## src/sv/sscd_pkg.sv

```systemverilog
package sscd_pkg;

	localparam logic OP_LOAD  = 1'b0;
	localparam logic OP_FRAME = 1'b1;

	localparam logic [1:0] CFG_BUTTONS = 2'd0;
	localparam logic [1:0] CFG_FRAMES  = 2'd1;

	localparam logic       BUTTONS_RESET = 1'b1;
	localparam logic [7:0] FRAMES_RESET  = 8'd10;

	localparam logic [3:0] SEL_TENTHS   = 4'h8;
	localparam logic [3:0] SEL_UNITS    = 4'h4;
	localparam logic [3:0] SEL_TENS     = 4'h2;
	localparam logic [3:0] SEL_HUNDREDS = 4'h1;

	typedef struct packed {
		logic [3:0] hundreds;
		logic [3:0] tens;
		logic [3:0] units;
		logic [3:0] tenths;
		logic       done;
	} frame_t;

	typedef struct packed {
		logic [3:0] hundreds;
		logic [3:0] tens;
		logic [3:0] units;
	} bcd_t;

	// gfedcba, blank for codes above nine
	function automatic logic [6:0] seg_decode(input logic [3:0] digit);
		logic [6:0] seg;
		case (digit)
			4'd0: seg = 7'h3F;
			4'd1: seg = 7'h06;
			4'd2: seg = 7'h5B;
			4'd3: seg = 7'h4F;
			4'd4: seg = 7'h66;
			4'd5: seg = 7'h6D;
			4'd6: seg = 7'h7D;
			4'd7: seg = 7'h07;
			4'd8: seg = 7'h7F;
			4'd9: seg = 7'h6F;
			default: seg = 7'h00;
		endcase
		return seg;
	endfunction

	function automatic bcd_t bin_to_bcd(input logic [7:0] value);
		bcd_t       res;
		logic [6:0] rem;
		logic [14:0] prod;
		logic [6:0] tens_x10;
		if (value >= 8'd200) begin
			res.hundreds = 4'd2;
			rem = 7'(value - 8'd200);
		end else if (value >= 8'd100) begin
			res.hundreds = 4'd1;
			rem = 7'(value - 8'd100);
		end else begin
			res.hundreds = 4'd0;
			rem = value[6:0];
		end
		// rem / 10 by reciprocal, exact for rem below 100
		prod = 15'(rem) * 15'd205;
		res.tens = prod[14:11];
		tens_x10 = 7'({res.tens, 3'b000}) + 7'({res.tens, 1'b0});
		res.units = 4'(rem - tens_x10);
		return res;
	endfunction

endpackage

```

## src/sv/seven_segment_countdown_timer_core.sv

```systemverilog
// an input item is registered, then a frame moves to the scan register and its
// digit items follow one per cycle while out_stall is low; a frame item waits
// for earlier digits; a load item every cycle unless a frame waits, no result
// reset: digits and prescaler zero, timer finished until loaded,
// buttons enabled, ten frames per step
module seven_segment_countdown_timer_core (
	input  logic       clk,
	input  logic       arst_n,
	input  logic       in_valid,
	output logic       in_stall,
	input  logic       opcode,
	input  logic [7:0] start_value,
	input  logic [3:0] clear_n,
	output logic       out_valid,
	input  logic       out_stall,
	output logic [7:0] segments,
	output logic [3:0] digit_select,
	output logic       last_digit,
	output logic       done_res,
	input  logic       cfg_valid,
	output logic       cfg_ready,
	input  logic [1:0] cfg_index,
	input  logic [7:0] cfg_data
);

	logic       buttons_enabled_q;
	logic [7:0] frames_per_step_q;

	logic       valid_s1;
	logic       opcode_s1;
	logic [7:0] start_value_s1;
	logic [3:0] clear_n_s1;

	logic             can_take;
	logic             advance;
	logic             frame_load;
	sscd_pkg::frame_t frame;

	assign cfg_ready = 1'b1;

	always_ff @(posedge clk or negedge arst_n) begin
		if (!arst_n) begin
			buttons_enabled_q <= sscd_pkg::BUTTONS_RESET;
			frames_per_step_q <= sscd_pkg::FRAMES_RESET;
		end else if (cfg_valid && cfg_ready) begin
			case (cfg_index)
				sscd_pkg::CFG_BUTTONS: buttons_enabled_q <= cfg_data[0];
				sscd_pkg::CFG_FRAMES:  frames_per_step_q <= cfg_data;
				default: ;
			endcase
		end
	end

	// loads never wait, frames wait for the scan register
	assign advance    = valid_s1 && (opcode_s1 == sscd_pkg::OP_LOAD || can_take);
	assign frame_load = advance && opcode_s1 == sscd_pkg::OP_FRAME;
	assign in_stall   = valid_s1 && !advance;

	always_ff @(posedge clk or negedge arst_n) begin
		if (!arst_n) begin
			valid_s1 <= 1'b0;
		end else if (in_valid && !in_stall) begin
			valid_s1 <= 1'b1;
		end else if (advance) begin
			valid_s1 <= 1'b0;
		end
	end

	always_ff @(posedge clk) begin
		if (in_valid && !in_stall) begin
			opcode_s1      <= opcode;
			start_value_s1 <= start_value;
			clear_n_s1     <= clear_n;
		end
	end

	sscd_core u_core (
		.clk             (clk),
		.arst_n          (arst_n),
		.step            (advance),
		.opcode          (opcode_s1),
		.start_value     (start_value_s1),
		.clear_n         (clear_n_s1),
		.buttons_enabled (buttons_enabled_q),
		.frames_per_step (frames_per_step_q),
		.frame           (frame)
	);

	sscd_scan u_scan (
		.clk          (clk),
		.arst_n       (arst_n),
		.load         (frame_load),
		.frame        (frame),
		.can_take     (can_take),
		.out_valid    (out_valid),
		.out_stall    (out_stall),
		.segments     (segments),
		.digit_select (digit_select),
		.last_digit   (last_digit),
		.done_res     (done_res)
	);

endmodule

```

## src/sv/sscd_core.sv

```systemverilog
module sscd_core (
	input  logic                 clk,
	input  logic                 arst_n,
	input  logic                 step,
	input  logic                 opcode,
	input  logic [7:0]           start_value,
	input  logic [3:0]           clear_n,
	input  logic                 buttons_enabled,
	input  logic [7:0]           frames_per_step,
	output sscd_pkg::frame_t     frame
);

	logic [3:0] hundreds_q, tens_q, units_q, tenths_q;
	logic [7:0] frame_counter_q;
	logic       finished_q;

	logic       clr_en;
	logic [3:0] h_c, te_c, u_c, t_c;
	logic [3:0] h_n, te_n, u_n, t_n;
	logic [7:0] fc_inc, fc_n;
	logic       hit, fin_n;
	sscd_pkg::bcd_t load_bcd;

	assign load_bcd = sscd_pkg::bin_to_bcd(start_value);

	always_comb begin
		clr_en = !finished_q && buttons_enabled;
		h_c  = (clr_en && !clear_n[0]) ? 4'd0 : hundreds_q;
		te_c = (clr_en && !clear_n[1]) ? 4'd0 : tens_q;
		u_c  = (clr_en && !clear_n[2]) ? 4'd0 : units_q;
		t_c  = (clr_en && !clear_n[3]) ? 4'd0 : tenths_q;

		fc_inc = frame_counter_q + 8'd1;
		hit = !finished_q && (fc_inc == frames_per_step);
		fc_n = finished_q ? frame_counter_q : (hit ? 8'd0 : fc_inc);

		h_n = h_c;
		te_n = te_c;
		u_n = u_c;
		t_n = t_c;
		if (hit) begin
			if (t_c == 4'd0) begin
				// borrow into units, ten minus two
				t_n = 4'd8;
				if (u_c == 4'd0) begin
					u_n = 4'd9;
					if (te_c == 4'd0) begin
						te_n = 4'd9;
						if (h_c != 4'd0) h_n = h_c - 4'd1;
					end else begin
						te_n = te_c - 4'd1;
					end
				end else begin
					u_n = u_c - 4'd1;
				end
			end else begin
				t_n = t_c - 4'd2;
			end
		end

		fin_n = finished_q ||
			(h_n == 4'd0 && te_n == 4'd0 && u_n == 4'd0 && t_n == 4'd0);

		frame.hundreds = h_c;
		frame.tens     = te_c;
		frame.units    = u_c;
		frame.tenths   = t_c;
		frame.done     = fin_n;
	end

	always_ff @(posedge clk or negedge arst_n) begin
		if (!arst_n) begin
			hundreds_q      <= 4'd0;
			tens_q          <= 4'd0;
			units_q         <= 4'd0;
			tenths_q        <= 4'd0;
			frame_counter_q <= 8'd0;
			finished_q      <= 1'b1;
		end else if (step) begin
			if (opcode == sscd_pkg::OP_LOAD) begin
				hundreds_q      <= load_bcd.hundreds;
				tens_q          <= load_bcd.tens;
				units_q         <= load_bcd.units;
				tenths_q        <= 4'd0;
				frame_counter_q <= 8'd0;
				finished_q      <= 1'b0;
			end else begin
				hundreds_q      <= h_n;
				tens_q          <= te_n;
				units_q         <= u_n;
				tenths_q        <= t_n;
				frame_counter_q <= fc_n;
				finished_q      <= fin_n;
			end
		end
	end

endmodule

```

## src/sv/sscd_scan.sv

```systemverilog
module sscd_scan (
	input  logic             clk,
	input  logic             arst_n,
	input  logic             load,
	input  sscd_pkg::frame_t frame,
	output logic             can_take,
	output logic             out_valid,
	input  logic             out_stall,
	output logic [7:0]       segments,
	output logic [3:0]       digit_select,
	output logic             last_digit,
	output logic             done_res
);

	sscd_pkg::frame_t frame_q;
	logic             valid_q;
	logic [1:0]       idx_q;
	logic             out_fire;
	logic [3:0]       digit;

	assign out_valid = valid_q;
	assign out_fire  = valid_q && !out_stall;
	assign can_take  = !valid_q || (out_fire && idx_q == 2'd3);

	always_ff @(posedge clk or negedge arst_n) begin
		if (!arst_n) begin
			valid_q <= 1'b0;
			idx_q   <= 2'd0;
		end else if (load) begin
			valid_q <= 1'b1;
			idx_q   <= 2'd0;
		end else if (out_fire) begin
			if (idx_q == 2'd3) valid_q <= 1'b0;
			idx_q <= idx_q + 2'd1;
		end
	end

	always_ff @(posedge clk) begin
		if (load) frame_q <= frame;
	end

	// scan order: tenths, units, tens, hundreds
	always_comb begin
		case (idx_q)
			2'd0: begin
				digit = frame_q.tenths;
				digit_select = sscd_pkg::SEL_TENTHS;
			end
			2'd1: begin
				digit = frame_q.units;
				digit_select = sscd_pkg::SEL_UNITS;
			end
			2'd2: begin
				digit = frame_q.tens;
				digit_select = sscd_pkg::SEL_TENS;
			end
			default: begin
				digit = frame_q.hundreds;
				digit_select = sscd_pkg::SEL_HUNDREDS;
			end
		endcase
		segments   = {idx_q == 2'd1, sscd_pkg::seg_decode(digit)};
		last_digit = (idx_q == 2'd3);
		done_res   = frame_q.done;
	end

endmodule
```

## config.mk

```make
export PLATFORM = sky130hd
export DESIGN_NAME = seven_segment_countdown_timer_core
export DESIGN_NICKNAME = d
export VERILOG_FILES = /design/src/sv/sscd_pkg.sv /design/src/sv/seven_segment_countdown_timer_core.sv /design/src/sv/sscd_core.sv /design/src/sv/sscd_scan.sv
export SDC_FILE = /design/constraint.sdc
export NUM_CORES = 1
export LEC_CHECK = 0
export ABC_AREA = 1
export BUFFER_PORTS_ARGS = -buffer_cell sky130_fd_sc_hd__buf_2
export CAP_MARGIN = 10
export CORE_MARGIN = 2
export CORE_UTILIZATION = 50
export DETAILED_ROUTE_END_ITERATION = 6
export GPL_ROUTABILITY_DRIVEN = 0
export PLACE_DENSITY = 0.69
export SYNTH_ARGS = -nofsm -noshare
export SYNTH_HDL_FRONTEND = slang
export SYNTH_SLANG_ARGS = --single-unit
```

## constraint.sdc

```tcl
create_clock -name clk -period 11 [get_ports clk]
set_clock_uncertainty 0.15 [all_clocks]
set_input_delay 0.55 -clock clk [delete_from_list [all_inputs] [get_ports clk]]
set_output_delay 0.55 -clock clk [all_outputs]
set_load 0.02 [all_outputs]
```

After elaboration in Yosys (flattened, before gate mapping) --
Memory sizes are Yosys's and may differ from the RTL's. Index checks and enable logic that the tools add are counted.
Storage, ports and cells: bits of input ports 28, memory bits (writable) 0, output and inout bits 17, word-level logic and storage cells 123, memories kept 1, bits in registers 68, bits in read-only memories 112, bits in latches 0
Memories:
- (no name shown) | depth 16, width 7, rd ports 1, clocked after Yosys merged registers in 0, write ports 0, RTL line sscd_pkg.sv:34 | case (digit)
Cells by class: add/subtract/negate cells 10, equality and inequality tests 6, multipliers 1, reductions and logical operators 44, shifts and indexed selects 0, $lt $le $gt $ge 2, bitwise gates (word level) 1, mux-type cells 39, divide/modulo/power cells 0
Operator list (number):
- 4-bit 2-to-1 mux | 22
- 4-bit logical NOT | 7
- 8-bit 2-to-1 mux | 3
- 4-bit one-hot mux with 3 select lines | 2
- 1-bit logical AND | 15
- 7-bit by 8-bit multiplier with 15-bit output, second input constant | 1
- 7-bit 2-to-1 mux | 2
- 7-bit subtractor, second input constant | 2
- 4-bit by 1-bit subtractor with 4-bit output, second input constant | 3
- 1-bit logical NOT | 9
- 8-bit by 1-bit adder with 8-bit output, second input constant | 1
- 8-bit == test | 1
- 8-bit by 7-bit greater-or-equal comparator with 1-bit output, second input constant | 1
- 8-bit greater-or-equal comparator, second input constant | 1
- 2-bit AND reduction | 4
- 1-bit 2-to-1 mux | 7
- 2-bit 2-to-1 mux | 3
- 2-bit nonzero test | 3
- 4-bit adder | 1
- 2-bit by 1-bit == test with 1-bit output, second input constant | 2
- 2-bit == test, second input constant | 2
- 2-bit logical NOT | 2
- 4-bit nonzero test | 1
- 4-bit by 2-bit subtractor with 4-bit output, second input constant | 1
- other kinds (5) | 7

Longest topological paths before layout --
Gate-level depths: netlist of the first run.
depth after elaboration 16, mapped depth 34, gate-level depth less buffers 34

Cells and area by module --
Synthesis of the first run repeated with hierarchy kept, for this count alone.
Unflattened totals: cell total of the unflattened synthesis 721, area, all modules 5619.1 µm²
Modules (own cells, without submodules):
- sscd_core | cells an instance 548, sequential area each 626.9 µm², area an instance 3707.3 µm², times used 1
- sscd_scan | cells an instance 105, sequential area each 585.6 µm², area an instance 1041.0 µm², times used 1
- seven_segment_countdown_timer_core | cells an instance 68, sequential area each 644.4 µm², area an instance 870.8 µm², times used 1

Worst setup path after synthesis of the first run --
OpenSTA, ideal clock, no wires.
path type flip-flop to flip-flop, from reg start_value_s1[0], to reg u_core.units_q[3], setup slack 5.843 ns, path buffers 0, library setup time 0.124 ns, required time 10.726 ns, clock period less this slack 5.157 ns, arrival 4.883 ns, stages on the path, launching flop included 34, cell sequence edfxtp_1 -> inv_1 -> ha_1 -> nand2_1 -> nand3_1 -> nand2_1 -> nand2_1 -> nand3_1 -> or2_2 -> a31o_2 -> inv_1 -> ha_1 -> ha_1 -> fa_1 -> inv_1 -> fa_1 -> inv_1 -> ha_1 -> nand2_1 -> inv_1 -> a21oi_1 -> o21ai_0 -> nand2_1 -> nand2_1 -> xor2_1 -> ha_1 -> xor2_1 -> nand3_1 -> nand2_1 -> nand2_1 -> nand2_1 -> nand2_1 -> nand3_1 -> nand2_1
Between the ends: word-level cells in the longest chain between the ends 7, elaborated cells between the ends (all ways) 10, those cells by class add/sub (4); mul (1); order compare (2); mux (3)
Ends and longest elaborated chain:
- start: declaration | RTL line seven_segment_countdown_timer_core.sv:31 | logic [7:0] start_value_s1;
- start signal: assignment | RTL line seven_segment_countdown_timer_core.sv:72 | start_value_s1 <= start_value;
- 7-bit subtractor or 8-bit by 7-bit greater-or-equal comparator with 1-bit output (tied branches) | RTL line sscd_pkg.sv:60, sscd_pkg.sv:58
- 7-bit 2-to-1 mux | RTL line sscd_pkg.sv:58 | end else if (value >= 8'd100) begin
- 7-bit 2-to-1 mux * | RTL line sscd_pkg.sv:55 | if (value >= 8'd200) begin
- 7-bit by 8-bit multiplier with 15-bit output | RTL line sscd_pkg.sv:66 | prod = 15'(rem) * 15'd205;
- 4-bit adder | RTL line sscd_pkg.sv:68 | tens_x10 = 7'({res.tens, 3'b000}) + 7'({res.tens, 1'b0});
- 4-bit subtractor * | RTL line sscd_pkg.sv:69 | res.units = 4'(rem - tens_x10);
- 4-bit 2-to-1 mux * | RTL line sscd_core.sv:80 | if (opcode == sscd_pkg::OP_LOAD) begin
- end signal: assignment | RTL line sscd_core.sv:83 | units_q <= load_bcd.units;
- end signal: assignment | RTL line sscd_core.sv:90 | units_q <= u_n;
- end: declaration | RTL line sscd_core.sv:13 | logic [3:0] hundreds_q, tens_q, units_q, tenths_q;
Every way passes the cells marked *; elsewhere a longest branch is shown, timed or not. A chain may end at the register's enable or synchronous reset.

Final worst setup path of the first run --
Ends and elaborated chain as after synthesis.

==> impl_metrics.tcl, run 1 <==
set metrics [dict create \
    switching_share 0.507 \
    dp_hpwl_mm 8.93 \
    power_frac_comb 0.681 \
    drt-wirelength-per-cell_um 13.3 \
    crit_family "adder cells" \
    relSlewSlack 0.389 \
    cp_slowest_stage_delay_ns 0.47 \
    drc_errors 0 \
    hold_violations 0 \
    fin_crit_ns 5.77 \
    drt-pass1-iter-count 4 \
    route.vias.total 4511 \
    start_util 0.509 \
    grtUsageTotal 0.213 \
    cts_setup_buffers 0 \
    leakage_nw 3.15 \
    clock-root-buffer "clkbuf_8" \
    stdcell_count 865 \
    diodes 0 \
    cts_resized 0 \
    criticalPathCategory "reg2reg" \
    htree_levels 3 \
    setup_violations 0 \
    numCtsBuffers 9 \
    tightest_slew_ns 0.915 \
    p_int_mw 0.921 \
    die_h_um 109 \
    critPathLaunchType "flip-flop" \
    power_density_nw_per_um2 313 \
    drt_iter0_drc 248 \
    grt_max_degree 39 \
    fin_crit_sh 0.525 \
    dp.cells 849 \
    rrSetupSlack_ns 5.23 \
    drive_gt1_frac 0.161 \
    cp_data_arrival_time_ns 5.84 \
    die_area_um2 11800 \
    switching_power_mw 0.947 \
    avgSynthCellArea_um2 8.04 \
    syn_to_final_growth_pct 9.15 \
    cp_max_fo 7 \
    mostFrequentLayoutCells "nand2_1 (195), inv_1 (86), ha_1 (57)" \
    synthesis.area_um2 5470 \
    synth_top_area_frac 0.165 \
    yosys.area.top_type "edfxtp_1" \
    wl_mm 11.5 \
    io_pins 45 \
    port_buffers 43 \
    mostFrequentLayoutCell "nand2_1" \
    pwr-share-clk 0.119 \
    crit_required_ns 11.07 \
    yosys-top-cells-area "edfxtp_1 (16%), dfrtp_1 (16%), nand2_1 (13%), ha_1 (13%), inv_1 (5.9%)" \
    ys_types 52 \
    maxCapViolCount 0 \
    cp_slowest_cell "fa_1" \
    ctsHoldBuffers 0 \
    grt_pass1_wl_mm 20.0 \
    reg2regPathDepth 32 \
    postSynthCellCount 680 \
    viasPerCell 5.22 \
    first_global_vias 4362 \
    power_frac_seq 0.200 \
    status "complete, no violations" \
    synth_nets 773 \
    core_um2 10700 \
    max_freq_mhz 173 \
    path_common_cell "nand2_1" \
    end_kind "flip-flop" \
    timing.rr.start "start_value_s1[0]$_DFFE_PP_" \
    synth_seq_area_share 0.340 \
    clockBufferDepth 2 \
    fin_tns_setup_ns 0 \
    insertion_delay_ns 0.35 \
    hold_path.class "in2async" \
    postRouteAntennaNets 0 \
    rsz0062_at_grt "false" \
    num_rows 38 \
    ys_warn_count 0 \
    antenna_found_initial 0 \
    die_w_um 109 \
    grt_overflow_total 0 \
    cts_sinks 68 \
    slew_viol_final 0 \
    r2r_end "u_core.units_q[3]$_DFFE_PN0P_" \
    ys_ff_latch 68 \
    fin_nets 813 \
    peakVddDrop_uv 326 \
    cp.buffers_inverters 5 \
    cts_tree "yes" \
    cts.clk_slew.worst_paths_ns 0.09 \
]
==> routing by layer <==
| layer | up-vias | share of wire | global-route usage |
|---|---|---|---|
| met5 | - | 0 | 0 |
| met4 | 0 | 0.017 | 0.0668 |
| met3 | 20 | 0.028 | 0.0350 |
| met2 | 86 | 0.50 | 0.378 |
| met1 | 2101 | 0.46 | 0.263 |
| li1 | 2304 | - | - |
==> cells by family after synthesis <==
family                     share of synthesized area
buffers and inverters                         0.0844
muxes                                        0.00824
adders and majority gates                      0.160
AOI/OAI and AO/OA                              0.118
DFF                                            0.340
xor gates and xnor gates                      0.0295
and+or+nand+nor                                0.260
other                                       0.000686
==> worst register-to-register path: cells and delay by family (launching register included) <==
kind / cells / cell delay (ns)
fa+ha+maj: 7 / 2.09
xor+xnor: 3 / 0.68
flops: 1 / 0.45
simple gates: 13 / 1.05
compound gates: 4 / 0.73
buf+inv: 5 / 0.47
==> power by group through the flow <==
stage,sequential [mW],clock (mW),combinational (mW)
after floorplan,0.370,0,1.01
after global placement,0.377,0,1.23
after detailed placement,0.379,0,1.27
after CTS,0.373,0.226,1.27
after global routing,0.381,0.238,1.48
final,0.374,0.223,1.27
==> flip-flops by register name (all words and copies together), names as in the netlist, 8 cells and up <==
register / count
u_scan.frame_q: 16
frames_per_step_q: 8
start_value_s1: 8
u_core.frame_counter_q: 8
==> layout make-up <==
| cell class | count | area (um^2) |
|---|---|---|
| inverter | 94 | 355 |
| clock inverter | 6 | 67.6 |
| sequential | 68 | 1860 |
| timing repair buffer | 43 | 215 |
| clock buffer | 10 | 149 |
| multi-input combinational | 504 | 3150 |
| tap | 140 | 175 |
| fill | 998 | 4780 |
==> synth_stat cells, drive strengths merged <==
cell / instances
nand2: 207
inv: 94
ha: 57
o21ai: 52
nor2: 46
dfrtp: 34
nand3: 33
edfxtp: 30
a21oi: 22
buf: 11
xor2: 11
o22ai: 10
fa: 8
nand4: 8
nand3b: 7
o211ai: 7
or2: 6
a22o: 5
dfstp: 4
mux2: 4
xnor2: 4
clkbuf: 3
o21a: 3
a31oi: 2
nor3: 2
o221ai: 2
a211oi: 1
a22oi: 1
a31o: 1
and2: 1
and3: 1
conb: 1
o41ai: 1
xnor3: 1
==> how the worst max path moves through the flow <==
stage / depth (start not counted) / slack (ns) / from / end
after detailed placement: 31 / 5.32 / start_value_s1[0]$_DFFE_PP_ / u_core.units_q[3]$_DFFE_PN0P_
after global routing: 31 / 4.73 / start_value_s1[0]$_DFFE_PP_ / u_core.units_q[3]$_DFFE_PN0P_
final: 32 / 5.23 / start_value_s1[0]$_DFFE_PP_ / u_core.units_q[3]$_DFFE_PN0P_
after global placement: 33 / 5.57 / start_value_s1[0]$_DFFE_PP_ / u_core.units_q[3]$_DFFE_PN0P_
after CTS: 31 / 5.27 / start_value_s1[0]$_DFFE_PP_ / u_core.units_q[3]$_DFFE_PN0P_
after floorplan: 33 / 5.84 / start_value_s1[0]$_DFFE_PP_ / u_core.units_q[3]$_DFFE_PN0P_
==> metrics by stage <==
stage	worst slack (ns)	utilization	hold slack (ns)	area [um^2]	total power, mW
after floorplan	5.84	-	0.104	5470	1.38
after global placement	5.57	0.535	0.309	5750	1.61
after detailed placement	5.32	0.535	0.316	5750	1.64
after CTS	5.27	0.555	0.194	5970	1.87
after global routing	4.73	0.555	0.198	5970	2.10
final	5.23	0.555	0.172	5970	1.87
Note: power is estimated with default switching activity, not from simulation.
==> run 2: changes to the inputs <==
--- a/config.mk
+++ b/config.mk
@@ -5,14 +5,14 @@
 export SDC_FILE = /design/constraint.sdc
 export NUM_CORES = 1
 export LEC_CHECK = 0
-export ABC_AREA = 1
+export ABC_AREA = 0
 export BUFFER_PORTS_ARGS = -buffer_cell sky130_fd_sc_hd__buf_2
 export CAP_MARGIN = 10
 export CORE_MARGIN = 2
 export CORE_UTILIZATION = 50
 export DETAILED_ROUTE_END_ITERATION = 6
 export GPL_ROUTABILITY_DRIVEN = 0
-export PLACE_DENSITY = 0.69
+export PLACE_DENSITY = 0.72
 export SYNTH_ARGS = -nofsm -noshare
 export SYNTH_HDL_FRONTEND = slang
 export SYNTH_SLANG_ARGS = --single-unit
==> constraint.sdc (replaced) <==
create_clock -name clk -period 4.9 [get_ports clk]
set_clock_uncertainty 0.15 [all_clocks]
set_input_delay 0.245 -clock clk [delete_from_list [all_inputs] [get_ports clk]]
set_output_delay 0.245 -clock clk [all_outputs]
set_load 0.02 [all_outputs]
==> impl_metrics.tcl, run 2 <==
set metrics [dict create \
    fin_tns_setup_ns -5.79 \
    failed_checks "setup timing" \
    wl_mm 12.6 \
    die_w_um 104 \
    rrSetupSlack_ns -1.14 \
    cp.buffers_inverters 2 \
    dp_hpwl_mm 8.66 \
    holdWs_ns 0.108 \
    start_util 0.515 \
    core_um2 9770 \
    fin_crit_sh 1.23 \
    htree_levels 3 \
    dp_slack_ns -1.04 \
    rsz0062_at_grt "true" \
    mostFrequentLayoutCell "buf_4" \
    power_mw 4.42 \
    worstSetupStartpoint "start_value_s1[2]$_DFFE_PP_" \
    dp.cells 724 \
    timing.rr.start "start_value_s1[2]$_DFFE_PP_" \
    final_cell_area_um2 6280 \
    num_rows 36 \
    synth_commonest_cells "ha_1 (57), nand2_1 (49), inv_1 (42)" \
    crit_family "adder cells" \
    cp_data_arrival_time_ns 6.13 \
    grt_max_degree 39 \
    syn_to_final_growth_pct 24.9 \
    end_kind "flip-flop" \
    viasPerCell 5.65 \
    insertion_delay_ns 0.35 \
    numCtsBuffers 9 \
    reg2regPathDepth 28 \
    maxCapViolCount 0 \
    synthesis.area_um2 5030 \
    crit_end "u_core.units_q[3]$_DFFE_PN0P_" \
    clock-root-buffer "clkbuf_8" \
    drive_gt1_frac 0.261 \
    pwr-share-clk 0.089 \
    postSynthCellCount 524 \
    die_h_um 104 \
    drt-wirelength-per-cell_um 16.1 \
    synth_top_area_frac 0.179 \
    largest_register_ffs 16 \
    async_flop_share 0.559 \
    power_frac_comb 0.713 \
    status "finished, violations left" \
    switching_share 0.457 \
    cp_slowest_stage_delay_ns 0.47 \
    io_pins 45 \
    grt_overflow_total 0 \
    switching_power_mw 2.02 \
    p_int_mw 2.40 \
    drt_iter0_drc 299 \
    tightest_slew_ns 0.982 \
    port_buffers 43 \
    synth_edf_count 30 \
    leakage_nw 2.89 \
    clockBufferDepth 2 \
    setup_violations 7 \
    critPathLaunchType "flip-flop" \
    holdPathStages 4 \
    fin_crit_ns 6.04 \
    power_density_nw_per_um2 704 \
    antenna_found_initial 0 \
    stdcell_count 780 \
    hold_path.class "in2reg" \
    cp_slowest_cell "fa_1" \
    cts_tree "yes" \
    synth_flop_cell "dfrtp_1" \
    drc_errors 0 \
    hold_violations 0 \
    yosys-top-cells-area "edfxtp_1 (18%), dfrtp_1 (17%), ha_1 (14%), nand2_1 (3.7%), a21oi_1 (3.4%)" \
    yosysMostFrequentCell "ha_1" \
    r2r_end "u_core.units_q[3]$_DFFE_PN0P_" \
    grtUsageTotal 0.244 \
    finalWorstSetupSlack_ns -1.14 \
    power_frac_seq 0.198 \
    slew_viol_final 0 \
    fin_nets 735 \
    avgSynthCellArea_um2 9.60 \
    largest_register "u_scan.frame_q" \
    ys_ff_latch 68 \
    cp_max_fo 3 \
    die_area_um2 10900 \
    max_freq_mhz 166 \
    cp.depth 28 \
    crit_required_ns 4.99 \
    relSlewSlack 0.345 \
    placed_cell_area_um2 5670 \
    route.vias.total 4406 \
    postRouteAntennaNets 0 \
    fin_util 0.643 \
    peakVddDrop_uv 431 \
    grt_pass1_wl_mm 21.3 \
    ys_types 71 \
    criticalPathCategory "reg2reg" \
    diodes 0 \
    first_global_vias 4479 \
    cts_sinks 68 \
    yosys.area.top_type "edfxtp_1" \
    drt-pass1-iter-count 6 \
    cts.clk_slew.worst_paths_ns 0.07 \
    mostFrequentLayoutCells "buf_4 (58), ha_1 (53), nand2_1 (47)" \
    synth_nets 617 \
    ys_warn_count 0 \
    synth_seq_area_share 0.369 \
]
## run 2: changes by cell type after synthesis, moves of 6 or more
cell / delta
o21ai_1: -14
xnor2_1: +8
nor3_1: +6
nand2_2: -6
o31ai_1: +7
inv_2: -7
and2_1: +17
inv_1: -44
nand2_1: -146
nand3_1: -23
mux2_2: +6
a21oi_1: +15
## run 2: kinds of logic (layout without fill, tap and decap cells)
family                     after synthesis  after routing  share of synthesized area
and+or+nand+nor                        162            162                      0.167
AOI/OAI and AO/OA                      130            130                      0.166
DFF                                     68             68                      0.369
adders and majority gates               65             65                      0.174
buffers and inverters                   61            184                     0.0522
xor gates and xnor gates                22             22                     0.0383
muxes                                   15             15                     0.0326
other                                    1              1                   0.000745
## run 2: area by class of cell
class                      instances  area (um^2)
fill                             785         3490
multi-input combinational        395         3050
sequential                        68         1860
timing repair buffer             125          892
tap                              133          166
inverter                          43          161
clock buffer                      11          131
clock inverter                     5         28.8
## run 2: per-layer routing
metal  up-vias  global-route usage  share of wire
li1       2108                   -              -
met2       147               0.428           0.51
met3        35              0.0445          0.051
met5         -                   0              0
met4         0               0.100          0.028
met1      2116               0.294           0.42
## run 2: repair_timing
item,in CTS,in global routing
pin swaps,15,9
hold buffers,23,0
setup buffers,15,2
gates resized for setup,18,5
endpoints found under the hold margin,57,0
endpoints found under the setup margin,7,7
## run 2: worst register-to-register path, delay by kind of cell (launching register included)
family,cells,cell delay [ns]
buffers and inverters,2,0.11
xor gates and xnor gates,3,0.40
adders and majority gates,7,2.15
AOI/OAI and AO/OA,10,1.89
and+or+nand+nor,6,0.79
DFF,1,0.44
## run 2: power groups by stage
| stage | clock network [mW] | registers [mW] | logic, mW |
|---|---|---|---|
| final | 0.393 | 0.875 | 3.15 |
| after global routing | 0.428 | 0.894 | 3.47 |
| after CTS | 0.404 | 0.870 | 2.93 |
| after detailed placement | 0 | 0.880 | 2.54 |
| after global placement | 0 | 0.872 | 2.40 |
| after floorplan | 0 | 0.849 | 1.77 |
## run 2: how the worst min path moves through the flow
stage | slack [ns] | startpoint | end
after floorplan | -0.20 | arst_n | frames_per_step_q[0]$_DFFE_PN0P_
after global placement | 0.25 | arst_n | frames_per_step_q[4]$_DFFE_PN0P_
after detailed placement | 0.27 | arst_n | frames_per_step_q[4]$_DFFE_PN0P_
after CTS | 0.10 | out_stall | u_scan.idx_q[0]$_DFFE_PN0P_
after global routing | 0.12 | out_stall | u_scan.idx_q[0]$_DFFE_PN0P_
final | 0.11 | out_stall | u_scan.idx_q[0]$_DFFE_PN0P_
